`src/sv/mlk_pkg.sv`:
```
package mlk_pkg;

	localparam int unsigned CharWidth = 8;
	localparam int unsigned TimeWidth = 16;
	localparam int unsigned CfgIndexWidth = 2;
	localparam int unsigned PatWidth = 4;
	localparam int unsigned CountWidth = 3;
	localparam int unsigned LetterCount = 26;

	localparam logic [TimeWidth-1:0] DOT_TIME_RESET = 16'd75;
	localparam logic [TimeWidth-1:0] DASH_TIME_RESET = 16'd375;
	localparam logic [TimeWidth-1:0] ELEMENT_GAP_RESET = 16'd125;
	localparam logic [TimeWidth-1:0] LETTER_GAP_RESET = 16'd250;

	localparam logic [CharWidth-1:0] CHAR_UPPER_A = 8'h41;
	localparam logic [CharWidth-1:0] CHAR_UPPER_Z = 8'h5A;
	localparam logic [CharWidth-1:0] CHAR_LOWER_A = 8'h61;
	localparam logic [CharWidth-1:0] CHAR_LOWER_Z = 8'h7A;

	typedef enum logic [CfgIndexWidth-1:0] {
		REG_DOT_TIME = 2'd0,
		REG_DASH_TIME = 2'd1,
		REG_ELEMENT_GAP = 2'd2,
		REG_LETTER_GAP = 2'd3
	} cfg_reg_t;

	typedef enum logic [1:0] {
		DUR_DOT = 2'd0,
		DUR_DASH = 2'd1,
		DUR_EGAP = 2'd2,
		DUR_LGAP = 2'd3
	} dur_sel_t;

	typedef enum logic [1:0] {
		ST_IDLE = 2'd0,
		ST_ON = 2'd1,
		ST_OFF = 2'd2,
		ST_GAP = 2'd3
	} state_t;

	typedef struct packed {
		logic key_on;
		dur_sel_t sel;
		logic last;
	} seg_t;

	// high nibble: element count; bit i of low nibble: element i is a dash
	localparam logic [7:0] LETTER_CODE [LetterCount] = '{
		8'h22, 8'h41, 8'h45, 8'h31, 8'h10, 8'h44, 8'h33, 8'h40, 8'h20, 8'h4E,
		8'h35, 8'h42, 8'h23, 8'h21, 8'h37, 8'h46, 8'h4B, 8'h32, 8'h30, 8'h11,
		8'h34, 8'h48, 8'h36, 8'h49, 8'h4D, 8'h43
	};

endpackage

```
`src/sv/morse_letter_keyer_unit.sv`:
```
// A letter's first beat passes the state register, then the output register.
// Throughput: one segment beat per cycle unless m_axis_tready stalls. A letter of n
// elements gives n on/off pairs paced by the element shift register, then a gap beat.
// A non-letter gives no beat. The next character is taken in the cycle the letter-gap
// beat is issued. Reset (arst_n low, asynchronous): sequencer idle, output empty,
// times at 75, 375, 125 and 250 ms.
module morse_letter_keyer_unit (
	input logic clk,
	input logic arst_n,
	input logic s_axis_tvalid,
	output logic s_axis_tready,
	input logic [7:0] s_axis_tdata, // [7:0] char_code
	output logic m_axis_tvalid,
	input logic m_axis_tready,
	output logic [15:0] m_axis_tdata, // [15:0] duration_ms
	output logic m_axis_tuser, // [0] key_on
	output logic m_axis_tlast,
	input logic cfg_we,
	input logic [mlk_pkg::CfgIndexWidth-1:0] cfg_index,
	input logic [mlk_pkg::TimeWidth-1:0] cfg_data
);

	logic [mlk_pkg::TimeWidth-1:0] dot_time_q, dash_time_q, element_gap_q, letter_gap_q;
	logic [mlk_pkg::TimeWidth-1:0] dur;
	logic [mlk_pkg::TimeWidth-1:0] out_data_q;
	logic out_valid_q, out_user_q, out_last_q;
	logic advance, seg_valid;
	mlk_pkg::seg_t seg;

	always_ff @(posedge clk or negedge arst_n) begin
		if (!arst_n) begin
			dot_time_q <= mlk_pkg::DOT_TIME_RESET;
			dash_time_q <= mlk_pkg::DASH_TIME_RESET;
			element_gap_q <= mlk_pkg::ELEMENT_GAP_RESET;
			letter_gap_q <= mlk_pkg::LETTER_GAP_RESET;
		end else if (cfg_we) begin
			case (mlk_pkg::cfg_reg_t'(cfg_index))
				mlk_pkg::REG_DOT_TIME: dot_time_q <= cfg_data;
				mlk_pkg::REG_DASH_TIME: dash_time_q <= cfg_data;
				mlk_pkg::REG_ELEMENT_GAP: element_gap_q <= cfg_data;
				mlk_pkg::REG_LETTER_GAP: letter_gap_q <= cfg_data;
				default: ;
			endcase
		end
	end

	assign advance = !out_valid_q || m_axis_tready;

	mlk_seq u_seq (
		.clk(clk),
		.arst_n(arst_n),
		.in_valid(s_axis_tvalid),
		.in_char(s_axis_tdata),
		.in_ready(s_axis_tready),
		.advance(advance),
		.seg_valid(seg_valid),
		.seg(seg)
	);

	always_comb begin
		case (seg.sel)
			mlk_pkg::DUR_DOT: dur = dot_time_q;
			mlk_pkg::DUR_DASH: dur = dash_time_q;
			mlk_pkg::DUR_EGAP: dur = element_gap_q;
			mlk_pkg::DUR_LGAP: dur = letter_gap_q;
			default: dur = element_gap_q;
		endcase
	end

	always_ff @(posedge clk or negedge arst_n) begin
		if (!arst_n) begin
			out_valid_q <= 1'b0;
		end else if (advance) begin
			out_valid_q <= seg_valid;
		end
	end

	always_ff @(posedge clk) begin
		if (advance && seg_valid) begin
			out_data_q <= dur;
			out_user_q <= seg.key_on;
			out_last_q <= seg.last;
		end
	end

	assign m_axis_tvalid = out_valid_q;
	assign m_axis_tdata = out_data_q;
	assign m_axis_tuser = out_user_q;
	assign m_axis_tlast = out_last_q;

endmodule

```
`src/sv/mlk_seq.sv`:
```
module mlk_seq (
	input logic clk,
	input logic arst_n,
	input logic in_valid,
	input logic [mlk_pkg::CharWidth-1:0] in_char,
	output logic in_ready,
	input logic advance,
	output logic seg_valid,
	output mlk_pkg::seg_t seg
);

	mlk_pkg::state_t state_q, state_d;
	logic [mlk_pkg::CountWidth-1:0] cnt_q;
	logic [mlk_pkg::PatWidth-1:0] pat_q;
	logic load, shift, is_letter;
	logic [4:0] idx;
	logic [7:0] code;

	assign is_letter = ((in_char >= mlk_pkg::CHAR_UPPER_A) && (in_char <= mlk_pkg::CHAR_UPPER_Z))
		|| ((in_char >= mlk_pkg::CHAR_LOWER_A) && (in_char <= mlk_pkg::CHAR_LOWER_Z));
	assign idx = in_char[4:0] - 5'd1;
	assign code = (idx < 5'(mlk_pkg::LetterCount)) ? mlk_pkg::LETTER_CODE[idx] : 8'h00;

	always_ff @(posedge clk or negedge arst_n) begin
		if (!arst_n) begin
			state_q <= mlk_pkg::ST_IDLE;
		end else begin
			state_q <= state_d;
		end
	end

	always_ff @(posedge clk or negedge arst_n) begin
		if (!arst_n) begin
			cnt_q <= '0;
			pat_q <= '0;
		end else if (load) begin
			cnt_q <= code[6:4];
			pat_q <= code[3:0];
		end else if (shift) begin
			cnt_q <= cnt_q - 3'd1;
			pat_q <= {1'b0, pat_q[mlk_pkg::PatWidth-1:1]};
		end
	end

	always_comb begin
		state_d = state_q;
		in_ready = 1'b0;
		seg_valid = 1'b0;
		seg = '{key_on: 1'b0, sel: mlk_pkg::DUR_EGAP, last: 1'b0};
		load = 1'b0;
		shift = 1'b0;
		case (state_q)
			mlk_pkg::ST_IDLE: begin
				in_ready = 1'b1;
			end
			mlk_pkg::ST_ON: begin
				seg_valid = 1'b1;
				seg.key_on = 1'b1;
				seg.sel = pat_q[0] ? mlk_pkg::DUR_DASH : mlk_pkg::DUR_DOT;
				if (advance) begin
					state_d = mlk_pkg::ST_OFF;
				end
			end
			mlk_pkg::ST_OFF: begin
				seg_valid = 1'b1;
				if (advance) begin
					shift = 1'b1;
					state_d = (cnt_q == 3'd1) ? mlk_pkg::ST_GAP : mlk_pkg::ST_ON;
				end
			end
			mlk_pkg::ST_GAP: begin
				seg_valid = 1'b1;
				seg.sel = mlk_pkg::DUR_LGAP;
				seg.last = 1'b1;
				if (advance) begin
					in_ready = 1'b1;
					state_d = mlk_pkg::ST_IDLE;
				end
			end
			default: begin
				state_d = mlk_pkg::ST_IDLE;
			end
		endcase
		// take next character; drop anything that is not a letter
		if (in_ready && in_valid && is_letter) begin
			load = 1'b1;
			state_d = mlk_pkg::ST_ON;
		end
	end

endmodule

```
`config.mk`:
```
export PLATFORM = sky130hd
export DESIGN_NAME = morse_letter_keyer_unit
export DESIGN_NICKNAME = d
export VERILOG_FILES = /design/src/sv/mlk_pkg.sv /design/src/sv/morse_letter_keyer_unit.sv /design/src/sv/mlk_seq.sv
export SDC_FILE = /design/constraint.sdc
export NUM_CORES = 1
export LEC_CHECK = 0
export ABC_CLOCK_PERIOD_IN_PS = 1920
export BUFFER_PORTS_ARGS = -buffer_cell sky130_fd_sc_hd__buf_2
export CAP_MARGIN = 20
export CORE_MARGIN = 10
export CORE_UTILIZATION = 30
export CTS_CLUSTER_DIAMETER = 60
export DETAILED_ROUTE_END_ITERATION = 7
export PLACE_DENSITY_LB_ADDON = 0.15
export REMOVE_ABC_BUFFERS = 1
export SLEW_MARGIN = 20
export SYNTH_ARGS = -nofsm -noshare
export SYNTH_HDL_FRONTEND = slang
export SYNTH_SLANG_ARGS = --single-unit
```
`constraint.sdc`:
```
create_clock -name clk -period 1.92 [get_ports clk]
set_input_delay 0.288 -clock clk [delete_from_list [all_inputs] [get_ports clk]]
set_output_delay 0.288 -clock clk [all_outputs]
set_load 0.02 [all_outputs]
```
==> metrics.md <==
| Metric | Value |
|---|---|
| DR WL/cell | `17.0 µm` |
| Crit. End Element | `primary output` |
| Yosys Warn Count | `0` |
| #FFs+latches synth | `92` |
| Initial antenna violation count | `0` |
| Busiest grt layer | `met2` |
| Max VDD drop | `459 µV` |
| I/O Pins | `51` |
| Routed vias | `3387` |
| CP required | `1.63 ns` |
| Storage cell area | `2420 µm²` |
| Setup Skew | `0.00359 ns` |
| Fmax | `0.532 GHz` |
| Status | `finished, final reports clean` |
| Num CTS Buffers | `9` |
| GR met2 Demand/Resource | `20.6%` |
| Measured slew at the worst slew-check pin | `0.628 ns` |
| Syn Area/Cell | `11.9 µm²` |
| Setup ws final | `0.0391 ns` |
| Clk buf depth | `2` |
| Final hold vios | `0` |
| Area Growth Syn to Fin | `27.7%` |
| Initial core utilization | `30.5%` |
| Worst slew margin | `58.1%` |
| Nets | `534` |
| Drt total wl | `11600 µm` |
| DR DRC count | `0` |
| DP Worst Slack | `-0.119 ns` |
| Mapped cell area | `4620 µm²` |
| CP max FO | `3` |
| Placer Congestion | `0.817` |
| Ratio of cells with drive above 1 in the final layout | `47.4%` |
| Post-Syn Instances | `389` |
| Post-route ant nets | `0` |
| GR met1 Demand/Resource | `13.2%` |
| Setup CP Type | `reg -> out` |
| Die H | `144 µm` |
| Final setup violation count | `0` |
| Worst hold margin | `0.222 ns` |
| # rows | `45` |
| Clk slew on worst S/H paths | `0.06 ns` |
| Largest net degree at the start of global routing | `30` |
| Yosys cell types | `56` |
| Total gr overflow | `0` |
| Async SR Flop Fraction | `80.4%` |
| Grt met3 use | `2.26%` |
| Setup crit start kind | `flop` |
| Worst skew pair latency | `0.34 ns` |
| Antenna cell count | `0` |
| Post-synthesis sequential area ratio | `52.4%` |
| Post-DP HPWL | `8320 µm` |
| Max capacitance violation total | `0` |
| CTS sink cnt | `92` |
| Min Tclk post-route | `1.88 ns` |
| Core area | `15100 µm²` |
| Drt first pass iters | `4` |
| Global Route Usage Sum | `11.5%` |
| Cell Pwr Density | `1330 nW/µm²` |
| Global-route wire length before repair | `18800 µm` |
| Slew Limit Fails | `0` |
| Die W | `144 µm` |
| Htree depth | `3` |
| Hold crit path type | `in -> reg` |
| RSZ-0062 raised after global routing | `yes` |
| Root Driver | `clkbuf_16` |
| Die Area | `20800 µm²` |
| TritonCTS clock tree | `done` |
| Number of synthesized flops with an enable pin | `18` |
| Vias in the first global route | `3569` |
| Top_reg_cell synth | `dfrtp_1` |
| Vias per cell | `4.97` |
| Leakage | `2.50 nW` |
| Worst Path Arrival | `1.59 ns` |
| Port-buffer cells | `50` |
| Final period utilization | `98.0%` |
| Multi-input gate area | `2130 µm²` |
| Filler Cells Inserted | `1446` |
| Initial DRC count | `177` |
-- registers in the layout, summed over array words and instances (netlist names) --
name	cells
m_axis_tvalid	1
dash_time_q	16
u_seq.cnt_q	3
m_axis_tlast	1
dot_time_q	16
element_gap_q	16
u_seq.state_q	2
u_seq.pat_q	4
m_axis_tdata	16
m_axis_tuser	1
letter_gap_q	16
-- through the flow --
stage	power, mW	setup TNS, ns	utilization (%)	cell area [µm²]	instances
6_report	7.87	0	39.0	5900	682
5_1_grt	8.41	-0.0871	39.0	5900	682
4_1_cts	7.87	0	38.6	5850	681
3_5_place_dp	6.04	-0.430	36.4	5510	662
3_3_place_gp	6.01	-0.257	36.4	5510	662
2_1_floorplan	4.74	-3.58	-	4530	368
-- cell usage after synthesis (2+ instances only) --
master     n  area (µm²)
mux2i_1    3        30.0
nor3_1     4        20.0
o21ai_0   12        60.1
xnor2_1    3        26.3
nor3b_1    3        22.5
clkbuf_1  17        63.8
o22ai_1    3        18.8
o21a_1     2        15.0
buf_1      2        7.51
nor2b_1    3        18.8
nand2_1   39         146
dfstp_2   23         604
a31oi_1   15        93.8
mux2_2    64         721
nand3b_1   3        22.5
a41oi_1    2        17.5
o221ai_1   2        17.5
nor3b_2    2        25.0
a221oi_1   3        26.3
nand2b_1   6        37.5
ha_1      14         175
edfxtp_1  18         541
and2_1     2        12.5
a21oi_1   11        55.1
xor2_1     3        26.3
nand3_1    5        25.0
inv_1     10        37.5
nor2_1    22        82.6
o211ai_1   3        22.5
dfrtp_1   51        1280
buf_6      2        22.5
a22oi_1   13        97.6
-- final timing paths --
| check | from | endpoint | slack, ns | cells after the start |
|---|---|---|---|---|
| hold reg to reg | element_gap_q[11] | element_gap_q[11] | 0.50 | 1 |
| setup / recovery | u_seq.state_q[0] | s_axis_tready | 0.04 | 5 |
| setup reg to reg | u_seq.state_q[1] | u_seq.pat_q[2] | 0.05 | 9 |
| hold / removal | cfg_data[13] | dot_time_q[13] | 0.22 | 2 |
| min in group asynchronous | arst_n | letter_gap_q[12] | 0.51 | 2 |
| max in group asynchronous | arst_n | letter_gap_q[1] | 0.77 | 3 |
-- worst max-delay path, cell delays in order, from the launching register on --
cell and delay [ns]:
dfrtp_1 0.41, buf_4 0.15, ha_1 0.24, a31oi_4 0.22, inv_1 0.10, buf_6 0.14
-- per-layer routing --
metal | wire length (µm) | part of all wire [%]
met1 | 4970 | 43
met2 | 5990 | 52
met3 | 476 | 4.1
met4 | 190 | 1.6
met5 | 0 | 0
-- kinds of logic (layout without fill, tap and decap cells) --
group	after synthesis	after routing	synth area share, %
DFF	92	92	52.4
AOI/OAI and AO/OA	85	85	13.9
xor gates and xnor gates	6	6	1.14
buffers and inverters	31	136	2.84
and+or+nand+nor	94	94	9.77
adders and majority gates	14	14	3.79
muxes	67	67	16.2
-- timing repair --
| action | 4_1_cts | 5_1_grt |
|---|---|---|
| cloned | 0 | 0 |
| pin swaps | 0 | 4 |
| setup buffers | 2 | 1 |
| hold buffers | 1 | 0 |
| gates resized for setup | 6 | 11 |
| endpoints found under the hold margin | 12 | 0 |
| endpoints found under the setup margin | 2 | 5 |
-- cell usage in the layout (no fill, tap or decap), types with 10 or more instances in the layout --
| cell type | count |
|---|---|
| edfxtp_1 | 18 |
| nor2_1 | 22 |
| nand2_1 | 39 |
| dfrtp_1 | 51 |
| ha_1 | 13 |
| buf_2 | 49 |
| a31oi_1 | 14 |
| dfstp_2 | 23 |
| mux2_2 | 64 |
| a21oi_1 | 10 |
| o21ai_0 | 11 |
| buf_4 | 52 |
| a22oi_1 | 13 |
-- power breakdown --
group | switching, mW | internal, mW | leakage, nW | total, mW
combinational | 1.74 | 1.44 | 1.33 | 3.18
sequential | 0.233 | 2.77 | 1.02 | 3.00
clock | 0.716 | 0.977 | 0.144 | 1.69
-- final cells by class --
| class | instances | share of cell area (%) |
|---|---|---|
| clock buffers | 12 | 4.51 |
| clock inverters | 4 | 0.382 |
| inverters | 10 | 0.636 |
| multi-input cells | 266 | 36.1 |
| flip-flops and latches | 92 | 41.0 |
| well taps | 188 | 3.98 |
| repair buffers | 110 | 13.4 |
(Power assumes the default switching activity.)
